[src/hw/rtl/byte_ring_fifo_offset_read_defines.svh]
// Assertion helpers shared by the RTL.
`ifndef BYTE_RING_FIFO_OFFSET_READ_DEFINES_SVH
`define BYTE_RING_FIFO_OFFSET_READ_DEFINES_SVH

// Same-cycle implication, checked out of reset.
`define BRF_ASSERT_NOW(lbl, ante, cons, msg) \
  lbl: assert property (@(posedge clk_i) disable iff (!rst_ni) (ante) |-> (cons)) \
    else $error(msg);

// Next-cycle implication, checked out of reset.
`define BRF_ASSERT_NEXT(lbl, ante, cons, msg) \
  lbl: assert property (@(posedge clk_i) disable iff (!rst_ni) (ante) |=> (cons)) \
    else $error(msg);

`endif

[src/hw/rtl/brf_pkg.sv]
package brf_pkg;

  localparam int unsigned DEPTH    = 1024;
  localparam int unsigned MAX_READ = 64;

  localparam int unsigned PTR_W  = $clog2(DEPTH);
  localparam int unsigned SIZE_W = 11;
  localparam int unsigned LEN_W  = 7;
  localparam int unsigned CNT_W  = 10;
  localparam int unsigned MODE_W = 3;
  localparam int unsigned DATA_W = 8;
  localparam int unsigned OFS_W  = 10;

  typedef enum logic [MODE_W-1:0] {
    OP_PUSH  = 3'd0,
    OP_POP   = 3'd1,
    OP_PEEK  = 3'd2,
    OP_SKIP  = 3'd3,
    OP_LEN   = 3'd4,
    OP_CLEAR = 3'd5
  } op_e;

  typedef enum logic [1:0] {
    STAT_OK     = 2'd0,
    STAT_OFFSET = 2'd1,
    STAT_FULL   = 2'd2
  } status_e;

  typedef enum logic [2:0] {
    ST_IDLE,
    ST_CLASS,
    ST_EXEC,
    ST_PREP,
    ST_READ
  } state_e;

  typedef struct packed {
    op_e               op;
    logic [DATA_W-1:0] data;
    logic [OFS_W-1:0]  offset;
    logic [LEN_W-1:0]  rlen;
  } cmd_t;

  typedef struct packed {
    logic valid;
    cmd_t cmd;
  } queue_head_t;

endpackage

[src/hw/rtl/brf_front.sv]
module brf_front (
  input  logic                        clk_i,
  input  logic                        rst_ni,
  input  logic                        start,
  output logic                        busy,
  input  logic [brf_pkg::MODE_W-1:0]  mode_i,
  input  logic [brf_pkg::DATA_W-1:0]  data_byte_i,
  input  logic [brf_pkg::OFS_W-1:0]   offset_i,
  input  logic [brf_pkg::LEN_W-1:0]   read_length_i,
  output brf_pkg::queue_head_t        head_o,
  input  logic                        take_i
);

  brf_pkg::cmd_t ent_q [2];
  logic          wr_q, rd_q;
  logic [1:0]    cnt_q;
  logic          known, enq, deq;
  brf_pkg::cmd_t cmd;

  assign busy  = (cnt_q == 2'd2);
  // modes past clear carry no work and never enter the queue
  assign known = (mode_i <= brf_pkg::MODE_W'(brf_pkg::OP_CLEAR));
  assign enq   = start && !busy && known;
  assign deq   = take_i && (cnt_q != 2'd0);

  always_comb begin
    cmd.op     = brf_pkg::op_e'(mode_i);
    cmd.data   = data_byte_i;
    cmd.offset = offset_i;
    cmd.rlen   = read_length_i;
  end

  assign head_o.valid = (cnt_q != 2'd0);
  assign head_o.cmd   = ent_q[rd_q];

  always_ff @(posedge clk_i) begin
    if (enq) begin
      ent_q[wr_q] <= cmd;
    end
  end

  always_ff @(posedge clk_i or negedge rst_ni) begin
    if (!rst_ni) begin
      wr_q  <= 1'b0;
      rd_q  <= 1'b0;
      cnt_q <= 2'd0;
    end else begin
      if (enq) wr_q <= ~wr_q;
      if (deq) rd_q <= ~rd_q;
      if (enq && !deq) cnt_q <= cnt_q + 2'd1;
      else if (deq && !enq) cnt_q <= cnt_q - 2'd1;
    end
  end

endmodule

[config.mk]
export PLATFORM = sky130hd
export DESIGN_NAME = brf_front
export DESIGN_NICKNAME = d
export VERILOG_FILES = /design/src/hw/rtl/byte_ring_fifo_offset_read_defines.svh /design/src/hw/rtl/brf_pkg.sv /design/src/hw/rtl/brf_front.sv
export SDC_FILE = /design/constraint.sdc
export NUM_CORES = 1
export LEC_CHECK = 0
export BUFFER_PORTS_ARGS = -buffer_cell sky130_fd_sc_hd__buf_2
export CAP_MARGIN = 10
export CORE_AREA = 2 2 79 81
export CTS_CLUSTER_DIAMETER = 50
export DETAILED_ROUTE_END_ITERATION = 16
export DIE_AREA = 0 0 81 83
export PLACE_DENSITY = 0.64
export SLEW_MARGIN = 30
export SYNTH_ARGS = -nofsm -noshare
export SYNTH_HDL_FRONTEND = slang
export SYNTH_SLANG_ARGS = --single-unit
[constraint.sdc]
create_clock -name clk_i -period 2.8 [get_ports clk_i]
set_clock_uncertainty 0.1 [all_clocks]
set_input_delay 0.42 -clock clk_i [delete_from_list [all_inputs] [get_ports clk_i]]
set_output_delay 0.42 -clock clk_i [all_outputs]
set_load 0.005 [all_outputs]
==> summary.md, run 1 <==
| Metric | Value |
|---|---|
| Htree depth | `3` |
| Design area | `0.00290 mm^2` |
| RSZ-0062 raised after global routing | `no` |
| Die Wd | `81 um` |
| Post-synth ARST share | `0.0667` |
| CTS buffer count | `9` |
| Most numerous cell in the Yosys netlist | `edfxtp_1` |
| Port Buffers | `61` |
| CORE AREA | `0.00582 mm^2` |
| R2R Setup Slk | `1020 ps` |
| Internal power | `2.03 mW` |
| Initial core utilization | `0.393` |
| Achievable Freq | `0.508 GHz` |
| Die H | `83 um` |
| GR Util All Layers | `0.130` |
| Top cells by area, synth | `edfxtp_1 (74%), mux2_2 (8.9%), mux2_4 (6.6%)` |
| Antenna violations before repair | `0` |
| Drt wl/cell | `15.0 um` |
| Area growth syn-to-layout | `26.8%` |
| Synthesis-stage register bit count | `60` |
| Crit path kind | `reg -> out` |
| Top-area cell type share of the netlist area | `0.736` |
| Slowest cell on crit path | `mux2_2` |
| Post-Syn Nets | `140` |
| NetSw | `0.748 mW` |
| Layout cells sized above 1 | `0.596` |
| Setup TNS | `0 ps` |
| Routed Antenna Nets | `0` |
| RePlAce Congestion | `0.624` |
| # IOs | `62` |
| Full die area | `0.00672 mm^2` |
| Fin. Hold Viols | `0` |
| Worst-Margin Slew | `423 ps` |
| Sequential element share of the synthesized area | `0.779` |
| Clock share of power | `0.258` |
| Ant diodes | `0` |
| Worst rel slew slack | `0.717` |
| Initial DRC Count | `87` |
| First-pass GRT wire length | `6.26 mm` |
| Final setup violating endpoints | `0` |
| Cts repair resizes | `0` |
| Logic pwr share | `0.294` |
| Total number of vias | `1219` |
| Clock transition at path regs | `60 ps` |
| DP Wirelength | `2.82 mm` |
| Synth unique cells | `16` |
| Commonest cells post-synth | `edfxtp_1 (56), mux2_2 (18), mux2_4 (10)` |
| Number of global-route vias before repair | `1337` |
| Grt ovf | `0` |
| Max-slew violations | `0` |
| Root buffer cell | `clkbuf_8` |
| Final Critical Period | `1970 ps` |
| Power Total | `2.78 mW` |
| Post-synth top area cell | `edfxtp_1` |
| Post-route clock period utilization | `0.703` |
| Required @ worst endpoint | `2280 ps` |
| Drt first pass iters | `4` |
| Status | `completed` |
| Placed cell areas | `0.00271 mm^2` |
| Row count | `28` |
| Worst IR drop on VDD | `0.000618 V` |
| CP Max Fanout | `16` |
| Post-synth EDFFs | `56` |
| LEAKAGE | `1.15 nW` |
| Setup bufs post-CTS | `0` |
| WP data arrival | `1450 ps` |
| CP Launch Type | `flip-flop` |
| Pwr dens | `958 mW/mm^2` |
| Mapped cell area | `0.00229 mm^2` |
| Via density | `4.63` |
| Synth warnings | `0` |
| Mean Syn Cell Area | `21.4 um^2` |
| Critical path's largest stage delay | `370 ps` |
| Synth Instances | `107` |
| TritonCTS clock tree | `built` |
| Sink Count | `60` |
| CP endpoint kind | `primary output` |
| DRC Markers | `0` |
| Max-cap viol count | `0` |
| HP Class | `in -> reg` |
| Clock Latency Late Sink | `320 ps` |
| CTS max path bufs | `2` |
| Sw Ratio | `0.269` |
| Final #Nets | `216` |
| Largest net degree at the start of global routing | `17` |
| CP Cell Sequence | `buf_4 -> mux2_2 -> buf_2` |
| Top FF cell, synth | `edfxtp_1` |
| Sequential share of power | `0.448` |
| Routed Wire Length | `3.96 mm` |
cell families after synthesis:
group         after synthesis  share of synthesized area
simple gates                8                     0.0235
xor+xnor                    5                     0.0192
flops                      60                      0.779
mux                        28                      0.154
buf+inv                     5                     0.0181
fa+ha+maj                   1                    0.00547
cell usage in the layout (no fill, tap or decap), types with 2 or more instances in the layout:
master / count
buf_2: 61
edfxtp_1: 56
mux2_2: 18
mux2_4: 10
clkbuf_8: 9
buf_4: 6
dfrtp_1: 4
xnor2_1: 3
nand2_1: 2
inv_1: 2
xor2_1: 2
clkinv_1: 2
clkinv_2: 2
state kept, by name (all words and copies together) (netlist names):
name   count
rd_q       1
wr_q       1
ent_q     56
cnt_q      2
per-stage QoR:
step | hold WS, ps | utilization | setup slack [ps] | instances
after floorplan | 24.4 | - | 382 | 107
after global placement | 129 | 0.465 | 1050 | 246
after detailed placement | 129 | 0.465 | 994 | 246
after CTS | 156 | 0.498 | 807 | 263
after global routing | 157 | 0.498 | 750 | 263
final | 178 | 0.498 | 833 | 263
critical path: cells and delay by family (launching register included):
family   cells  cell delay [ps]
mux          1              370
buf+inv      2              400
flops        1              340
metal layers:
metal | vias up | track usage | part of all wire
met3 | 10 | 0.0565 | 0.083
li1 | 564 | - | -
met2 | 56 | 0.198 | 0.48
met1 | 589 | 0.151 | 0.41
met4 | 0 | 0.0740 | 0.023
met5 | - | 0 | 0
power groups by stage:
stage | combinational (mW) | sequential (mW) | clock [mW]
after global routing | 0.904 | 1.26 | 0.782
after floorplan | 0.547 | 1.25 | 0
after global placement | 0.816 | 1.25 | 0
after CTS | 0.838 | 1.25 | 0.737
after detailed placement | 0.832 | 1.26 | 0
final | 0.817 | 1.24 | 0.715
final timing paths:
path | from | to | depth (start not counted)
setup / recovery | rd_q | head_o[27] | 3
hold / removal | offset_i[2] | ent_q[1][9] | 1
setup reg to reg | cnt_q[1] | ent_q[1][0] | 4
hold reg to reg | cnt_q[1] | cnt_q[1] | 1
max in group asynchronous | rst_ni | wr_q | 2
min in group asynchronous | rst_ni | cnt_q[1] | 2
repair_timing:
| action | CTS | global route |
|---|---|---|
| hold buffers | 1 | 0 |
| endpoints found under the setup margin | 0 | 0 |
| endpoints found under the hold margin | 4 | 0 |
layout make-up:
cell class                 instances  area (um^2)
tap                               75         93.8
inverter                           2         7.51
clock buffer                      10          128
multi-input combinational         42          473
timing repair buffer              68          360
sequential                        60         1780
fill                             522         2920
clock inverter                     6         55.1
(Power assumes the default switching activity.)
==> run 2: changes to the inputs <==
- PLACE_DENSITY: 0.64 -> 0.67
- clock period: 2.8 -> 1.6 ns (I/O delays scaled with it)
==> run 2 against run 1 <==
  * The run now ends with negative setup slack left
  * Core utilization is 8.5 points higher
  * Power is 93% higher
  * Count of clock-buffer cells in the layout down 1
  * Clock power up 48%
  * Via count increased by 3.3%
  * Wire length rose by 1.4%
  * Critical path depth did not move
  * Combinational power rose to 2.6 times the previous value
  * Sequential power up 77%
  * Critical endpoint is now head_o[18]
==> summary.md, run 2 (synthesized netlist as in run 1, its figures left out) <==
| Metric | Value |
|---|---|
| Worst r2r src | `cnt_q[0]` |
| Most common cell after layout, fill and taps aside | `edfxtp_1` |
| CP top delay family | `flip-flops` |
| CP Max Fanout | `15 (-1)` |
| Violated checks | `negative setup slack` |
| Final Critical Period | `1720 ps` |
| Crit path kind | `reg -> out` |
| Largest register by flop count | `ent_q` |
| Design area | `0.00339 mm^2 (+17%)` |
| TritonCTS clock tree | `built` |
| Drt first pass iters | `3 (-1)` |
| Max-slew violations | `0 (unchanged)` |
| Worst-Margin Slew | `185 ps (-238 ps)` |
| Status | `finished, violations left` |
| Root buffer cell | `clkbuf_8` |
| Final WS setup | `-119 ps (-951 ps)` |
| Setup TNS | `-2840 ps (-2840 ps)` |
| # IOs | `62 (unchanged)` |
| Final core utilization | `0.583 (+0.0848)` |
| Drt wl/cell | `13.9 um (-7.4%)` |
| Htree depth | `3 (unchanged)` |
| CP Launch Type | `flip-flop` |
| CP Cell Sequence | `buf_12 -> mux2_2 -> buf_2` |
| CTS buffer count | `9 (unchanged)` |
| Clock Latency Late Sink | `320 ps (about the same)` |
| WP data arrival | `1380 ps (-70 ps)` |
| Final #Nets | `241 (+12%)` |
| First-pass GRT wire length | `5.95 mm (-4.9%)` |
| Number of global-route vias before repair | `1274 (-4.7%)` |
| Fin. Hold Viols | `0 (unchanged)` |
| Layout cells sized above 1 | `0.559 (-0.0371)` |
| GR Util All Layers | `0.122 (-0.00846)` |
| Row count | `28 (unchanged)` |
| HP Class | `in -> reg` |
| RePlAce Congestion | `0.734 (+18%)` |
| CTS max path bufs | `2 (unchanged)` |
| Hold Crit Start | `read_length_i[3]` |
| Placed cell areas | `0.00278 mm^2 (+2.7%)` |
| Routed Wire Length | `4.01 mm (+1.4%)` |
| Slowest cell on crit path | `dfrtp_2` |
| Area growth syn-to-layout | `48.4%` |
| Required @ worst endpoint | `1260 ps (-1020 ps)` |
| DRC Markers | `0 (unchanged)` |
| RSZ-0062 raised after global routing | `yes` |
| Critical path's largest stage delay | `410 ps (+40 ps)` |
| Ant diodes | `0 (unchanged)` |
| Worst IR drop on VDD | `0.00107 V (+73%)` |
| Most frequent cells in the layout | `edfxtp_1 (56), buf_2 (39), mux2_4 (23), dlygate4sd3_1 (23), buf_6 (22)` |
| Via density | `4.37 (-5.7%)` |
| Worst slack at placement | `59.6 ps (-935 ps)` |
| CP endpoint kind | `primary output` |
| Achievable Freq | `0.582 GHz` |
| Worst rel slew slack | `0.877 (+0.159)` |
| Fin cells | `288 (+9.5%)` |
| Sink Count | `60 (unchanged)` |
| WP buf/inv | `2 (unchanged)` |
| Crit. Startpoint | `rd_q` |
| Clock transition at path regs | `60 ps (about the same)` |
| Top flop regs | `ent_q (56), cnt_q (2)` |
| Pwr dens | `1580 mW/mm^2 (+65%)` |
| Initial DRC Count | `71 (-18%)` |
| Power Total | `5.37 mW (+93%)` |
| Max-cap viol count | `0 (unchanged)` |
| Die Wd | `81 um (unchanged)` |
| Die H | `83 um (unchanged)` |
| Post-route clock period utilization | `1.07` |
| Full die area | `0.00672 mm^2 (unchanged)` |
| Placed cell count | `246 (unchanged)` |
| Port Buffers | `61 (unchanged)` |
| Final setup violating endpoints | `28 (+28)` |
| Total number of vias | `1259 (+3.3%)` |
| DP Wirelength | `2.57 mm (-9.1%)` |
| Max reg flops | `56 (unchanged)` |
| CORE AREA | `0.00582 mm^2 (unchanged)` |
| Largest net degree at the start of global routing | `29 (+12)` |
| LEAKAGE | `1.37 nW (+19%)` |
| Hold Slack | `26.2 ps (-152 ps)` |
| Filler instances | `458 (-12%)` |
| Antenna violations before repair | `0 (unchanged)` |
| Routed Antenna Nets | `0 (unchanged)` |
| Grt ovf | `0 (unchanged)` |
| Initial core utilization | `0.393 (unchanged)` |
run 2: cell count changes in the layout (fill, tap and decap cells not counted), sizes merged:
| cell | change |
|---|---|
| dlygate4sd3 | +22 |
| clkbuf | -1 |
| bufinv | -1 |
| buf | +3 |
| clkinv | +2 |
run 2: path summary, 6_finish.rpt:
check	end	slack (ps)	depth (start not counted)
worst max-delay path	head_o[18]	-120	3
worst min-delay path	ent_q[0][3]	30	1
worst max register to register	cnt_q[1]	80	7
worst min register to register	cnt_q[1]	470	2
max in group asynchronous	rd_q	1120	2
min in group asynchronous	rd_q	140	2
run 2: per-layer routing:
metal	up-vias	share of wire	global-route usage
met4	0	0.0025	0.0555
met2	45	0.50	0.188
met3	2	0.070	0.0522
met1	601	0.43	0.146
li1	611	-	-
met5	-	0	0
run 2: where the power goes:
| group | switching [mW] | internal [mW] |
|---|---|---|
| sequential | 0.121 | 2.07 |
| clock | 0.529 | 0.535 |
| combinational | 0.788 | 1.33 |
run 2: area by class of cell:
| cell class | count | area (um^2) | area share |
|---|---|---|---|
| inverter | 2 | 7.51 | 0.00221 |
| tap | 75 | 93.8 | 0.0277 |
| timing repair buffer | 93 | 803 | 0.237 |
| clock inverter | 7 | 33.8 | 0.00996 |
| multi-input combinational | 42 | 547 | 0.161 |
| sequential | 60 | 1780 | 0.526 |
| clock buffer | 9 | 124 | 0.0365 |
run 2: what timing repair did:
| item | 4_1_cts | 5_1_grt |
|---|---|---|
| hold endpoints to repair | 41 | 5 |
| buffers inserted | 0 | 3 |
| pin swaps | 0 | 4 |
| gates resized for setup | 13 | 27 |
| setup endpoints to repair | 28 | 29 |
| hold buffers | 20 | 3 |
==> run 3: changes to the inputs <==
- CELL_PAD_IN_SITES_DETAIL_PLACEMENT: unset -> 2
- CELL_PAD_IN_SITES_GLOBAL_PLACEMENT: unset -> 2
- CORE_AREA: 2 2 79 81 -> 2 2 85 87
- DIE_AREA: 0 0 81 83 -> 0 0 87 89
- PLACE_DENSITY: 0.67 -> 0.76
==> run 3 against run 2 <==
  * The run still ends with negative setup slack left
  * Via count grew 8.1%
  * Power grew 20%
  * Wire length grew 52%
  * Critical path depth is the same
  * Largest power group is now combinational logic
==> summary.md, run 3 (synthesized netlist as in run 1, its figures left out) <==
| Metric | Value |
|---|---|
| Htree depth | `3 (unchanged)` |
| Worst r2r src | `cnt_q[1]` |
| Filler instances | `582 (+27%)` |
| CP top delay family | `flip-flops` |
| Ant diodes | `0 (unchanged)` |
| Violated checks | `negative setup slack` |
| CP Max Fanout | `10 (-5)` |
| Pwr dens | `1770 mW/mm^2 (+12%)` |
| Sequential share of power | `0.346 (-0.062)` |
| TritonCTS clock tree | `built` |
| Setup TNS | `-6560 ps (-3720 ps)` |
| Setup crit end | `head_o[5]` |
| R2R Path End | `ent_q[1][1]` |
| WP data arrival | `1430 ps (+50 ps)` |
| Required @ worst endpoint | `1260 ps (about the same)` |
| Die Wd | `87 um (+7.4%)` |
| Max-cap viol count | `0 (unchanged)` |
| Crit path kind | `reg -> out` |
| R2r worst-path depth | `6 (-1)` |
| # IOs | `62 (unchanged)` |
| Worst IR drop on VDD | `0.000731 V (-32%)` |
| Most common cell after layout, fill and taps aside | `edfxtp_1` |
| Status | `finished, violations left` |
| DP Wirelength | `3.54 mm (+38%)` |
| Crit. Startpoint | `rd_q` |
| Sw Ratio | `0.268 (+0.000753)` |
| Worst-Margin Slew | `242 ps (+56.6 ps)` |
| Initial DRC Count | `29 (-59%)` |
| Initial core utilization | `0.340 (-0.0528)` |
| Grt ovf | `0 (unchanged)` |
| GR Util All Layers | `0.144 (+0.0223)` |
| Area growth syn-to-layout | `59.3%` |
| First-pass GRT wire length | `7.85 mm (+32%)` |
| Final setup violating endpoints | `78 (+180%)` |
| Routed Wire Length | `6.11 mm (+52%)` |
| Number of global-route vias before repair | `1451 (+14%)` |
| Clock transition at path regs | `70 ps (about the same)` |
| Internal power | `4.72 mW (+20%)` |
| Row count | `30 (+7.1%)` |
| HP Class | `in -> reg` |
| Via density | `4.54 (+3.8%)` |
| CTS max path bufs | `2 (unchanged)` |
| Routed Antenna Nets | `0 (unchanged)` |
| Fin. Hold Viols | `0 (unchanged)` |
| R2R Setup Slk | `-90 ps (-170 ps)` |
| Top flop regs | `ent_q (56), cnt_q (2)` |
| Port Buffers | `61 (unchanged)` |
| WP buf/inv | `2 (unchanged)` |
| Sink Count | `60 (unchanged)` |
| Sequential cell area | `0.00178 mm^2 (about the same)` |
| Max-slew violations | `0 (unchanged)` |
| Logic pwr share | `0.404 (+0.010)` |
| NetSw | `1.73 mW (+20%)` |
| DRC Markers | `0 (unchanged)` |
| Drt wl/cell | `20.4 um (+46%)` |
| Die H | `89 um (+7.2%)` |
| CORE AREA | `0.00672 mm^2 (+16%)` |
| CP endpoint kind | `primary output` |
| Largest net degree at the start of global routing | `29 (unchanged)` |
| Layout cells sized above 1 | `0.618 (+0.0595)` |
| Final WS setup | `-170 ps (-51.6 ps)` |
| Post-route clock period utilization | `1.11 (+0.0323)` |
| Worst slack at placement | `-76.9 ps (-136 ps)` |
| Root buffer cell | `clkbuf_8` |
| Drt first pass iters | `4 (+1)` |
| Achievable Freq | `0.565 GHz (-2.9%)` |
| Clock Latency Late Sink | `320 ps (about the same)` |
| Antenna violations before repair | `0 (unchanged)` |
| Slowest cell on crit path | `dfrtp_2` |
| Final Critical Period | `1770 ps (+51.6 ps)` |
| CP Depth | `3 (unchanged)` |
| Clock share of power | `0.250 (+0.052)` |
| CP Launch Type | `flip-flop` |
| Multi-input gate area | `577 um^2 (+5.5%)` |
| RePlAce Congestion | `0.699 (-4.8%)` |
| CP Cell Sequence | `clkbuf_16 -> mux2_4 -> buf_6` |
| Most frequent cells in the layout | `edfxtp_1 (56), buf_2 (37), buf_6 (27)` |
| Final core utilization | `0.542 (-0.0412)` |
| Worst rel slew slack | `0.838 (-0.0381)` |
| Max reg flops | `56 (unchanged)` |
| RSZ-0062 raised after global routing | `yes` |
| Total number of vias | `1361 (+8.1%)` |
| Critical path's largest stage delay | `470 ps (+60 ps)` |
| Full die area | `0.00774 mm^2 (+15%)` |
| CTS buffer count | `9 (unchanged)` |
| Hold Crit Depth | `1 (unchanged)` |
| Final #Nets | `248 (+2.9%)` |
| Largest register by flop count | `ent_q` |
| LEAKAGE | `1.49 nW (+8.8%)` |
[run 3: power groups by stage]
stage | sequential (mW) | combinational, mW | clock, mW
6_report | 2.23 | 2.61 | 1.61
5_1_grt | 2.25 | 2.77 | 1.72
4_1_cts | 2.22 | 1.93 | 1.63
3_5_place_dp | 2.24 | 1.61 | 0
3_3_place_gp | 2.19 | 1.54 | 0
2_1_floorplan | 2.19 | 0.988 | 0
[run 3: worst register-to-register path: stages, from the launching register on]
cell and delay, ps:
dfrtp_1 390, nor2b_4 140, nand3b_4 180, buf_6 140, nor2_4 150, buf_12 150, clkbuf_16 150
[run 3: how the worst min path moves through the flow]
| stage | startpoint | end |
|---|---|---|
| floorplan | rst_ni | cnt_q[0] |
| global placement | rst_ni | cnt_q[0] |
| detailed placement | rst_ni | cnt_q[1] |
| CTS | read_length_i[0] | ent_q[0][0] |
| global route | read_length_i[4] | ent_q[1][4] |
| finish | read_length_i[6] | ent_q[1][6] |
[run 3: metal layers]
| layer | vias to the layer above | track usage | share of wire |
|---|---|---|---|
| met5 | - | 0 | 0 |
| met4 | 0 | 0.0426 | 0.016 |
| met3 | 8 | 0.0471 | 0.034 |
| met2 | 45 | 0.251 | 0.53 |
| met1 | 682 | 0.170 | 0.42 |
| li1 | 626 | - | - |
[run 3: area by class of cell]
type                            instances  area share
Multi-Input combinational cell         42       0.158
Sequential cell                        60       0.490
Timing Repair Buffer                  100       0.258
Clock inverter                          5      0.0275
Inverter                                2     0.00275
Clock buffer                           11      0.0361
Tap cell                               80      0.0275
[run 3: what timing repair did]
item	4_1_cts	5_1_grt
setup buffers	2	7
hold buffers	18	0
gates resized for setup	25	31
pin swaps	5	5
setup endpoints to repair	29	83
cloned	0	6
hold endpoints to repair	38	0
[run 3: stage by stage]
stage	cell area (um^2)	total power, mW	cells	hold WS (ps)
4_1_cts	3300	5.77	287	0.281
6_report	3640	6.45	300	19.0
2_1_floorplan	2310	3.18	107	-156
3_3_place_gp	2760	3.73	251	-46.4
5_1_grt	3640	6.74	300	2.48
3_5_place_dp	2760	3.85	251	-44.0
